`src/hw/rtl/faq_pkg.sv`:
```
// Shared types, register codes and fp32 helper functions for the affine quantizer.
package faq_pkg;

    // Configuration register indexes
    localparam logic [1:0] CFG_SCALE = 2'd0;
    localparam logic [1:0] CFG_ZERO  = 2'd1;
    localparam logic [1:0] CFG_TYPE  = 2'd2;

    // Result type codes
    localparam logic [1:0] OT_INT8  = 2'd0;
    localparam logic [1:0] OT_UINT8 = 2'd1;
    localparam logic [1:0] OT_INT16 = 2'd2;
    localparam logic [1:0] OT_INT32 = 2'd3;

    localparam logic [31:0] SCALE_RESET = 32'h3F80_0000;
    localparam logic [31:0] QNAN_BITS   = 32'h7FC0_0000;

    typedef struct packed {
        logic [31:0] sample_bits;
        logic        is_last;
    } sample_item_t;

    typedef struct packed {
        logic signed [31:0] q_value;
        logic               last_out;
    } result_item_t;

    // Leading-zero count of a 49-bit word; an all-zero word gives 49.
    function automatic logic [5:0] lzc49(input logic [48:0] v);
        logic [5:0] c;
        logic       found;
        c     = 6'd49;
        found = 1'b0;
        for (int i = 48; i >= 0; i--) begin
            if (!found && v[i]) begin
                c     = 6'(48 - i);
                found = 1'b1;
            end
        end
        return c;
    endfunction

    // Round a normalised significand to fp32, nearest even.
    // Value is n / 2^47 * 2^(e - 127); n[47] is set unless n is zero.
    function automatic logic [31:0] fp_round(
        input logic              sgn,
        input logic signed [10:0] e,
        input logic [47:0]       n
    );
        logic [47:0] nn;
        logic [47:0] mask;
        logic [10:0] shw;
        logic [9:0]  em1;
        logic [23:0] m;
        logic        g;
        logic        s;
        logic        up;
        logic [32:0] pk;
        nn   = n;
        mask = '0;
        shw  = '0;
        em1  = '0;
        if (e > 11'sd0) begin
            em1 = e[9:0] - 10'd1;
        end
        else begin
            // subnormal result: denormalise, keep lost bits as sticky
            shw = 11'(11'sd1 - e);
            if (shw >= 11'd48) begin
                nn = {47'b0, |n};
            end
            else begin
                mask = ~({48{1'b1}} << shw[5:0]);
                nn   = (n >> shw[5:0]) | {47'b0, |(n & mask)};
            end
        end
        m  = nn[47:24];
        g  = nn[23];
        s  = |nn[22:0];
        up = g & (s | m[0]);
        // hidden bit carries into the exponent field
        pk = {em1, 23'b0} + 33'(m) + 33'(up);
        if (n == '0) begin
            return {sgn, 31'b0};
        end
        else if (pk >= (33'd255 << 23)) begin
            return {sgn, 8'hFF, 23'b0};
        end
        else begin
            return {sgn, pk[30:0]};
        end
    endfunction

endpackage

```
`src/hw/rtl/fp32_affine_quantizer_top.sv`:
```
// Top level of the fp32 affine quantizer: eight-stage float pipeline with item handshake.
//
// Takes one IEEE fp32 sample per item and returns round_half_away(sample * scale + zp),
// where the product and the sum are each rounded to fp32 nearest even, zp is the zero
// point converted to fp32, and the integer is clamped to the type chosen by out_type
// (int8, uint8, int16, int32). NaN gives 0; infinities and values beyond int32
// saturate. Subnormals are handled in full, no flush to zero. One item enters per
// clock while sample_stall is low: the block is eight register stages (multiply,
// normalise, round, align and add, normalise, round, integer round, clamp), and a
// result is offered from the clamp stage's output register. Each stage
// carries its own valid bit and moves whenever the stage after it is empty or moving,
// so bubbles close up and result_stall only stops the input once every stage holds an
// item. Write configuration only while no item is in flight; a written zero point takes
// effect only after it passes through the registers of the zero-point conversion.
module fp32_affine_quantizer_top
    import faq_pkg::*;
(
    input  logic         clk,
    input  logic         rst_n,
    input  logic         sample_valid,
    output logic         sample_stall,
    input  sample_item_t sample,
    output logic         result_valid,
    input  logic         result_stall,
    output result_item_t result,
    input  logic         cfg_we,
    input  logic [1:0]   cfg_index,
    input  logic [31:0]  cfg_data
);

    // ---------------- configuration ----------------
    logic [31:0] scale_reg;
    logic [31:0] zero_reg;
    logic [1:0]  type_reg;
    logic [31:0] zp_bits;

    always_ff @(posedge clk or negedge rst_n)
    begin
        if (!rst_n)
        begin
            scale_reg <= SCALE_RESET;
            zero_reg  <= '0;
            type_reg  <= OT_INT8;
        end
        else if (cfg_we)
        begin
            unique case (cfg_index)
                CFG_SCALE: scale_reg <= cfg_data;
                CFG_ZERO:  zero_reg  <= cfg_data;
                CFG_TYPE:  type_reg  <= cfg_data[1:0];
                default:   ;  // drop writes beyond the register list
            endcase
        end
    end

    faq_zp_conv u_zp_conv (
        .clk         (clk),
        .rst_n       (rst_n),
        .zero_offset ($signed(zero_reg)),
        .zp_bits     (zp_bits)
    );

    // ---------------- pipeline flow control ----------------
    logic [8:1] valid_reg;
    logic [8:1] move;

    always_comb
    begin
        move[8] = !valid_reg[8] || !result_stall;
        for (int i = 7; i >= 1; i--)
        begin
            move[i] = !valid_reg[i] || move[i+1];
        end
    end

    assign sample_stall = !move[1];

    always_ff @(posedge clk or negedge rst_n)
    begin
        if (!rst_n)
        begin
            valid_reg <= '0;
        end
        else
        begin
            if (move[1])
            begin
                valid_reg[1] <= sample_valid;
            end
            for (int i = 2; i <= 8; i++)
            begin
                if (move[i])
                begin
                    valid_reg[i] <= valid_reg[i-1];
                end
            end
        end
    end

    // ---------------- stage 1: unpack and multiply significands ----------------
    logic        s1_sgn_reg, s1_sgn_next;
    logic [8:0]  s1_esum_reg, s1_esum_next;
    logic [47:0] s1_prod_reg, s1_prod_next;
    logic        s1_nan_reg, s1_nan_next;
    logic        s1_inf_reg, s1_inf_next;
    logic        s1_last_reg;
    logic [7:0]  x_exp, s_exp;
    logic        x_nan, x_inf, x_zero, s_nan, s_inf, s_zero;

    always_comb
    begin
        x_exp  = sample.sample_bits[30:23];
        s_exp  = scale_reg[30:23];
        x_nan  = (x_exp == 8'hFF) && (sample.sample_bits[22:0] != '0);
        x_inf  = (x_exp == 8'hFF) && (sample.sample_bits[22:0] == '0);
        x_zero = (x_exp == 8'h00) && (sample.sample_bits[22:0] == '0);
        s_nan  = (s_exp == 8'hFF) && (scale_reg[22:0] != '0);
        s_inf  = (s_exp == 8'hFF) && (scale_reg[22:0] == '0);
        s_zero = (s_exp == 8'h00) && (scale_reg[22:0] == '0);
        s1_sgn_next  = sample.sample_bits[31] ^ scale_reg[31];
        s1_esum_next = 9'((x_exp == 8'h00) ? 8'd1 : x_exp)
                     + 9'((s_exp == 8'h00) ? 8'd1 : s_exp);
        s1_prod_next = {24'b0, (x_exp != 8'h00), sample.sample_bits[22:0]}
                     * {24'b0, (s_exp != 8'h00), scale_reg[22:0]};
        s1_nan_next  = x_nan || s_nan || (x_inf && s_zero) || (x_zero && s_inf);
        s1_inf_next  = (x_inf || s_inf) && !s1_nan_next;
    end

    always_ff @(posedge clk)
    begin
        if (move[1])
        begin
            s1_sgn_reg  <= s1_sgn_next;
            s1_esum_reg <= s1_esum_next;
            s1_prod_reg <= s1_prod_next;
            s1_nan_reg  <= s1_nan_next;
            s1_inf_reg  <= s1_inf_next;
            s1_last_reg <= sample.is_last;
        end
    end

    // ---------------- stage 2: normalise product ----------------
    logic               s2_sgn_reg, s2_nan_reg, s2_inf_reg, s2_last_reg;
    logic signed [10:0] s2_e_reg, s2_e_next;
    logic [47:0]        s2_n_reg, s2_n_next;
    logic [5:0]         s2_lz;
    logic [48:0]        s2_sh;

    always_comb
    begin
        s2_lz     = lzc49({s1_prod_reg, 1'b0});
        s2_sh     = {s1_prod_reg, 1'b0} << s2_lz;
        s2_n_next = s2_sh[48:1];
        s2_e_next = $signed(11'(s1_esum_reg) - 11'd126 - 11'(s2_lz));
    end

    always_ff @(posedge clk)
    begin
        if (move[2])
        begin
            s2_sgn_reg  <= s1_sgn_reg;
            s2_nan_reg  <= s1_nan_reg;
            s2_inf_reg  <= s1_inf_reg;
            s2_last_reg <= s1_last_reg;
            s2_e_reg    <= s2_e_next;
            s2_n_reg    <= s2_n_next;
        end
    end

    // ---------------- stage 3: round product to fp32 ----------------
    logic [31:0] s3_p_reg, s3_p_next;
    logic        s3_last_reg;

    always_comb
    begin
        if (s2_nan_reg)
            s3_p_next = QNAN_BITS;
        else if (s2_inf_reg)
            s3_p_next = {s2_sgn_reg, 8'hFF, 23'b0};
        else
            s3_p_next = fp_round(s2_sgn_reg, s2_e_reg, s2_n_reg);
    end

    always_ff @(posedge clk)
    begin
        if (move[3])
        begin
            s3_p_reg    <= s3_p_next;
            s3_last_reg <= s2_last_reg;
        end
    end

    // ---------------- stage 4: align and add the zero point ----------------
    logic        s4_sgn_reg, s4_sgn_next;
    logic [7:0]  s4_e_reg, s4_e_next;
    logic [48:0] s4_sum_reg, s4_sum_next;
    logic        s4_nan_reg, s4_nan_next;
    logic        s4_inf_reg, s4_inf_next;
    logic        s4_last_reg;
    logic [31:0] opa, opb;
    logic [7:0]  ea, eb, dexp;
    logic [47:0] sbf, sbs, sbmask;
    logic [48:0] sa;

    always_comb
    begin
        // larger magnitude goes to the A side
        if (s3_p_reg[30:0] >= zp_bits[30:0])
        begin
            opa = s3_p_reg;
            opb = zp_bits;
        end
        else
        begin
            opa = zp_bits;
            opb = s3_p_reg;
        end
        ea     = (opa[30:23] == 8'h00) ? 8'd1 : opa[30:23];
        eb     = (opb[30:23] == 8'h00) ? 8'd1 : opb[30:23];
        dexp   = ea - eb;
        sa     = {1'b0, (opa[30:23] != 8'h00), opa[22:0], 24'b0};
        sbf    = {(opb[30:23] != 8'h00), opb[22:0], 24'b0};
        sbmask = '0;
        if (dexp >= 8'd48)
        begin
            sbs = {47'b0, |sbf};
        end
        else
        begin
            sbmask = ~({48{1'b1}} << dexp[5:0]);
            sbs    = (sbf >> dexp[5:0]) | {47'b0, |(sbf & sbmask)};
        end
        s4_sum_next = (opa[31] ^ opb[31]) ? (sa - {1'b0, sbs}) : (sa + {1'b0, sbs});
        s4_sgn_next = opa[31];
        s4_e_next   = ea;
        // the zero point is always finite, so specials come from the product
        s4_nan_next = (s3_p_reg[30:23] == 8'hFF) && (s3_p_reg[22:0] != '0);
        s4_inf_next = (s3_p_reg[30:23] == 8'hFF) && (s3_p_reg[22:0] == '0);
        if (s4_inf_next)
            s4_sgn_next = s3_p_reg[31];
    end

    always_ff @(posedge clk)
    begin
        if (move[4])
        begin
            s4_sgn_reg  <= s4_sgn_next;
            s4_e_reg    <= s4_e_next;
            s4_sum_reg  <= s4_sum_next;
            s4_nan_reg  <= s4_nan_next;
            s4_inf_reg  <= s4_inf_next;
            s4_last_reg <= s3_last_reg;
        end
    end

    // ---------------- stage 5: normalise sum ----------------
    logic               s5_sgn_reg, s5_nan_reg, s5_inf_reg, s5_last_reg;
    logic signed [10:0] s5_e_reg, s5_e_next;
    logic [47:0]        s5_n_reg, s5_n_next;
    logic [5:0]         s5_lz;
    logic [48:0]        s5_sh;

    always_comb
    begin
        s5_lz     = lzc49(s4_sum_reg);
        s5_sh     = s4_sum_reg << s5_lz;
        s5_n_next = {s5_sh[48:2], s5_sh[1] | s5_sh[0]};
        s5_e_next = $signed(11'(s4_e_reg) + 11'd1 - 11'(s5_lz));
    end

    always_ff @(posedge clk)
    begin
        if (move[5])
        begin
            s5_sgn_reg  <= s4_sgn_reg;
            s5_nan_reg  <= s4_nan_reg;
            s5_inf_reg  <= s4_inf_reg;
            s5_last_reg <= s4_last_reg;
            s5_e_reg    <= s5_e_next;
            s5_n_reg    <= s5_n_next;
        end
    end

    // ---------------- stage 6: round sum to fp32 ----------------
    logic [31:0] s6_t_reg, s6_t_next;
    logic        s6_last_reg;

    always_comb
    begin
        if (s5_nan_reg)
            s6_t_next = QNAN_BITS;
        else if (s5_inf_reg)
            s6_t_next = {s5_sgn_reg, 8'hFF, 23'b0};
        else
            s6_t_next = fp_round(s5_sgn_reg, s5_e_reg, s5_n_reg);
    end

    always_ff @(posedge clk)
    begin
        if (move[6])
        begin
            s6_t_reg    <= s6_t_next;
            s6_last_reg <= s5_last_reg;
        end
    end

    // ---------------- stage 7: round to integer, half away from zero ----------------
    logic        s7_sgn_reg, s7_sat_reg, s7_nan_reg, s7_last_reg;
    logic [30:0] s7_mag_reg, s7_mag_next;
    logic        s7_sat_next, s7_nan_next;
    logic [7:0]  t_exp;
    logic [23:0] t_m;
    logic [7:0]  rsh;
    logic [25:0] rsum;
    logic [25:0] rhalf;

    always_comb
    begin
        t_exp       = s6_t_reg[30:23];
        t_m         = {(t_exp != 8'h00), s6_t_reg[22:0]};
        s7_nan_next = (t_exp == 8'hFF) && (s6_t_reg[22:0] != '0);
        s7_sat_next = (t_exp >= 8'd158);
        rsh         = 8'd150 - t_exp;
        rhalf       = '0;
        rsum        = '0;
        if (t_exp >= 8'd150)
        begin
            s7_mag_next = 31'(t_m) << (t_exp - 8'd150);
        end
        else if (rsh > 8'd25)
        begin
            s7_mag_next = '0;
        end
        else
        begin
            rhalf       = 26'd1 << (rsh[4:0] - 5'd1);
            rsum        = (26'(t_m) + rhalf) >> rsh[4:0];
            s7_mag_next = 31'(rsum);
        end
    end

    always_ff @(posedge clk)
    begin
        if (move[7])
        begin
            s7_sgn_reg  <= s6_t_reg[31];
            s7_sat_reg  <= s7_sat_next;
            s7_nan_reg  <= s7_nan_next;
            s7_mag_reg  <= s7_mag_next;
            s7_last_reg <= s6_last_reg;
        end
    end

    // ---------------- stage 8: sign, saturate and clamp; output register ----------------
    logic signed [31:0] s8_q_reg, s8_q_next;
    logic               s8_last_reg;
    logic signed [31:0] q32, lo, hi;

    always_comb
    begin
        if (s7_nan_reg)
            q32 = '0;
        else if (s7_sat_reg)
            q32 = s7_sgn_reg ? 32'sh8000_0000 : 32'sh7FFF_FFFF;
        else if (s7_sgn_reg)
            q32 = -$signed({1'b0, s7_mag_reg});
        else
            q32 = $signed({1'b0, s7_mag_reg});
        case (type_reg)
            OT_INT8:  begin lo = -32'sd128;    hi = 32'sd127;    end
            OT_UINT8: begin lo = 32'sd0;       hi = 32'sd255;    end
            OT_INT16: begin lo = -32'sd32768;  hi = 32'sd32767;  end
            default:  begin lo = 32'sh8000_0000; hi = 32'sh7FFF_FFFF; end
        endcase
        if (q32 < lo)
            s8_q_next = lo;
        else if (q32 > hi)
            s8_q_next = hi;
        else
            s8_q_next = q32;
    end

    always_ff @(posedge clk)
    begin
        if (move[8])
        begin
            s8_q_reg    <= s8_q_next;
            s8_last_reg <= s7_last_reg;
        end
    end

    assign result_valid    = valid_reg[8];
    assign result.q_value  = s8_q_reg;
    assign result.last_out = s8_last_reg;

`ifndef ASSERT_OFF
    // input is held back only when every stage is occupied
    a_full_on_stall: assert property (@(posedge clk) disable iff (!rst_n)
        sample_stall |-> (valid_reg == '1))
        else $error("input stalled with a bubble in the pipeline");

    // a taken result is replaced at once when stage 7 holds an item
    a_refill: assert property (@(posedge clk) disable iff (!rst_n)
        (result_valid && !result_stall && valid_reg[7]) |=> result_valid)
        else $error("result slot not refilled");

    // a NaN item reaches the output as zero
    a_nan_zero: assert property (@(posedge clk) disable iff (!rst_n)
        (valid_reg[7] && s7_nan_reg && move[8]) |=> (result.q_value == 32'sd0))
        else $error("NaN did not give zero");
`endif

endmodule

```
`src/hw/rtl/faq_zp_conv.sv`:
```
// Two-stage conversion of the signed integer zero point to fp32, nearest even.
module faq_zp_conv
    import faq_pkg::*;
(
    input  logic               clk,
    input  logic               rst_n,
    input  logic signed [31:0] zero_offset,
    output logic [31:0]        zp_bits
);

    logic               sgn_reg, sgn_next;
    logic signed [10:0] e_reg, e_next;
    logic [47:0]        n_reg, n_next;
    logic [31:0]        zp_reg, zp_next;
    logic [31:0]        mag;
    logic [5:0]         lz;
    logic [48:0]        sh;

    always_comb
    begin
        sgn_next = zero_offset[31];
        mag      = zero_offset[31] ? 32'(-zero_offset) : 32'(zero_offset);
        lz       = lzc49({mag, 17'b0});
        sh       = {mag, 17'b0} << lz;
        n_next   = sh[48:1];
        e_next   = $signed(11'd158 - 11'(lz));
        zp_next  = fp_round(sgn_reg, e_reg, n_reg);
    end

    always_ff @(posedge clk or negedge rst_n)
    begin
        if (!rst_n)
        begin
            sgn_reg <= 1'b0;
            e_reg   <= '0;
            n_reg   <= '0;
            zp_reg  <= '0;
        end
        else
        begin
            sgn_reg <= sgn_next;
            e_reg   <= e_next;
            n_reg   <= n_next;
            zp_reg  <= zp_next;
        end
    end

    assign zp_bits = zp_reg;

endmodule
```
`config.mk`:
```
export PLATFORM = sky130hd
export DESIGN_NAME = fp32_affine_quantizer_top
export DESIGN_NICKNAME = d
export VERILOG_FILES = /design/src/hw/rtl/faq_pkg.sv /design/src/hw/rtl/fp32_affine_quantizer_top.sv /design/src/hw/rtl/faq_zp_conv.sv
export SDC_FILE = /design/constraint.sdc
export NUM_CORES = 2
export LEC_CHECK = 0
export BUFFER_PORTS_ARGS = -buffer_cell sky130_fd_sc_hd__buf_2
export CAP_MARGIN = 5
export CORE_MARGIN = 3
export CORE_UTILIZATION = 35
export CTS_CLUSTER_SIZE = 12
export DETAILED_ROUTE_END_ITERATION = 6
export PLACE_DENSITY = 0.52
export SKIP_CTS_REPAIR_TIMING = 1
export SLEW_MARGIN = 20
export SYNTH_ARGS = -nofsm -noshare
export SYNTH_HDL_FRONTEND = slang
export SYNTH_HIERARCHICAL = 1
export SYNTH_SLANG_ARGS = --single-unit
```
`constraint.sdc`:
```
create_clock -name clk -period 12.85 [get_ports clk]
set_input_delay 3.855 -clock clk [delete_from_list [all_inputs] [get_ports clk]]
set_output_delay 3.855 -clock clk [all_outputs]
set_load 0.02 [all_outputs]
```
==> results.sh <==
export IMPL_fmax_ghz=0.08555
export IMPL_setup_tns_ns=0
export IMPL_critPathKind="flip-flop to flip-flop"
export IMPL_hold_class="flip-flop to flip-flop"
export IMPL_yosysWarnings=6
export IMPL_grt_max_degree=80
export IMPL_n_fill_cell=21260
export IMPL_synth_ff_type="edfxtp_1"
export IMPL_fp_dieH_um=464.7
export IMPL_cts_tree="yes"
export IMPL_place_congestion=0.9501
export IMPL_synth_common_cells="nand2_1 (1065), inv_1 (715), nor2_1 (682)"
export IMPL_syn_cell_area_um2=73630
export IMPL_grt_pass1_wl_mm=395.5
export IMPL_holdPathStages=0
export IMPL_max_cap_violations=0
export IMPL_crit_required_ns=13.25
export IMPL_cts_clk_slew_worst_paths_ns=0.05
export IMPL_die_area_um2=215900
export IMPL_crit_start="u_zp_conv/zp_bits[11]"
export IMPL_synth_area_top_cells="edfxtp_1 (16%), fa_1 (13%), mux2i_1 (6.9%)"
export IMPL_hold_ws_ns=0.3466
export IMPL_post_route_min_period_ns=11.69
export IMPL_clock_sinks=528
export IMPL_min_to="u_zp_conv/zp_bits[31]"
export IMPL_synth_seq_area_share_pct=20.55
export IMPL_wl_per_cell_um=22.59
export IMPL_yosys_area_top_type_share_pct=15.54
export IMPL_largest_reg_flops=49
export IMPL_drtIter0Drc=6048
export IMPL_drive_above_1_share_pct=9.383
export IMPL_dr_pass1_iters=6
export IMPL_cts_path_max_buffers=3
export IMPL_ys_ff_latch=528
export IMPL_tightest_slew_ns=1.174
export IMPL_yosysMostFrequentCell="nand2_1"
export IMPL_setup_violations=0
export IMPL_num_rows=167
export IMPL_finalNetCount=9438
export IMPL_drc=0
export IMPL_cp_slowest_stage_delay_ns=0.72
export IMPL_clock_latency_ns=0.70
export IMPL_synth_edff_count=381
export IMPL_avgSynthCellArea_um2=8.478
export IMPL_cp_arrival_ns=12.09
export IMPL_syn_to_final_growth_pct=7.770
export IMPL_final_min_period_over_clock_period_pct=90.97
export IMPL_cpMaxStageDelayCell="dfrtp_1"
export IMPL_postSynthCellCount=8684
export IMPL_slew_headroom_pct=21.74
export IMPL_antenna_found_initial=11
export IMPL_htreeDepth=3
export IMPL_min_from="u_zp_conv/sgn_reg"
export IMPL_start_util_pct=35.38
export IMPL_skew_ns=0.04956
export IMPL_end_kind="flip-flop"
export IMPL_rsz0062_at_grt="no"
export IMPL_r2r_cells=51
export IMPL_critPathLaunchType="flip-flop"
export IMPL_synth_cell_types=122
export IMPL_ios=107
export IMPL_numCtsBuffers=69
export IMPL_root_buffer="clkbuf_16"
export IMPL_grt_overflow=0
export IMPL_status="completed"
export IMPL_r2r_start="u_zp_conv/zp_bits[11]"
export IMPL_die_x_um=464.7
export IMPL_place_port_buffers=106
export IMPL_fp_coreArea_um2=208100
export IMPL_grt_pass1_vias=64610
export IMPL_drtAntennaViolNets=0
export IMPL_ys_async_sr_fraction_pct=27.84
export IMPL_yosys_area_top_type="edfxtp_1"
export IMPL_drt_vias_per_instance=5.804
export IMPL_hpwl_mm=198.7
export IMPL_timing_rr_end="s4_sum_reg[48]"
export IMPL_crit_path_frequent_cell="a21oi_1"
export IMPL_grt_usage_pct=23.09
export IMPL_syn_num_nets=9640
export IMPL_reg2reg_slack_ns=1.16
export IMPL_vias=65760
export IMPL_hold_viol_final=0
export IMPL_finalWirelength_mm=256.0
export IMPL_drv_slew=0
export IMPL_crit_fanout=26
## through the flow
stage	cells	utilization, %	worst slack, ns	area (um2)
3_5_place_dp	11200	36.99	1.042	76990
2_1_floorplan	8684	-	1.568	73630
4_1_cts	11320	38.09	1.351	79280
3_3_place_gp	11200	36.99	1.096	76990
6_report	11330	38.13	1.160	79350
5_1_grt	11330	38.12	0.4852	79340
## how the worst max path moves through the flow
stage,to
after floorplan,sample_stall
after global placement,s1_prod_reg[47]
after detailed placement,s1_prod_reg[47]
after CTS,s4_sum_reg[48]
after global routing,s4_sum_reg[48]
final,s4_sum_reg[48]
## area by class of cell
cell class                 count  area [um2]  area share (%)
sequential                   528       15130           19.07
antenna                        5       12.51         0.01577
inverter                     725        2726           3.436
multi-input combinational   6881       53860           67.87
clock inverter                35       396.6          0.4999
tap                         2788        3488           4.396
clock buffer                  91        1892           2.384
timing repair buffer         277        1844           2.324
## worst max-delay path: cells and delay by family (launching register included)
family,cells,cell delay (ns)
AO/OA/AOI/OAI,22,4.47
flip-flops,1,0.72
XOR/XNOR,1,0.21
multiplexers,1,0.28
AND/OR/NAND/NOR,14,2.45
adder cells (fa/ha/maj),5,1.63
buffers and inverters,8,1.58
## metal layers
| layer | vias to the layer above | global-route usage, % | routed length, um |
|---|---|---|---|
| li1 | 30440 | - | - |
| met1 | 32590 | 31.83 | 113300 |
| met2 | 2329 | 37.65 | 119200 |
| met3 | 402 | 3.062 | 15520 |
| met4 | 2 | 6.814 | 7892 |
| met5 | - | 0 | 13 |
## cells by family (layout without fill, tap and decap cells)
kind of cell,count (synthesis),after routing,synth area share (%)
AND/OR/NAND/NOR,3027,3027,19.62
multiplexers,776,776,12.72
XOR/XNOR,297,297,3.543
other,1,6,0.005093
AO/OA/AOI/OAI,1892,1892,16.78
buffers and inverters,1275,1128,6.731
adder cells (fa/ha/maj),888,888,20.05
flip-flops,528,528,20.55
## cell usage in the layout, fill, tap and decap left out, drive strengths merged, types with 64 or more instances in the layout
cell       n
nand2   1066
inv      726
nor2     682
a21oi    511
mux2i    509
fa       488
o21ai    422
ha       396
edfxtp   381
and2     278
buf      277
nor3     205
xnor2    180
nand3    175
mux2     156
dfrtp    140
nor4     133
xor2     117
mux4     111
clkbuf    91
nand2b    83
nand4     81
a31oi     76
a211oi    76
a21o      75
nor2b     74
o22ai     72
o31ai     64
Power is not shown: default switching activity piles up to over one toggle a cycle in this logic, so the estimate is an artifact.
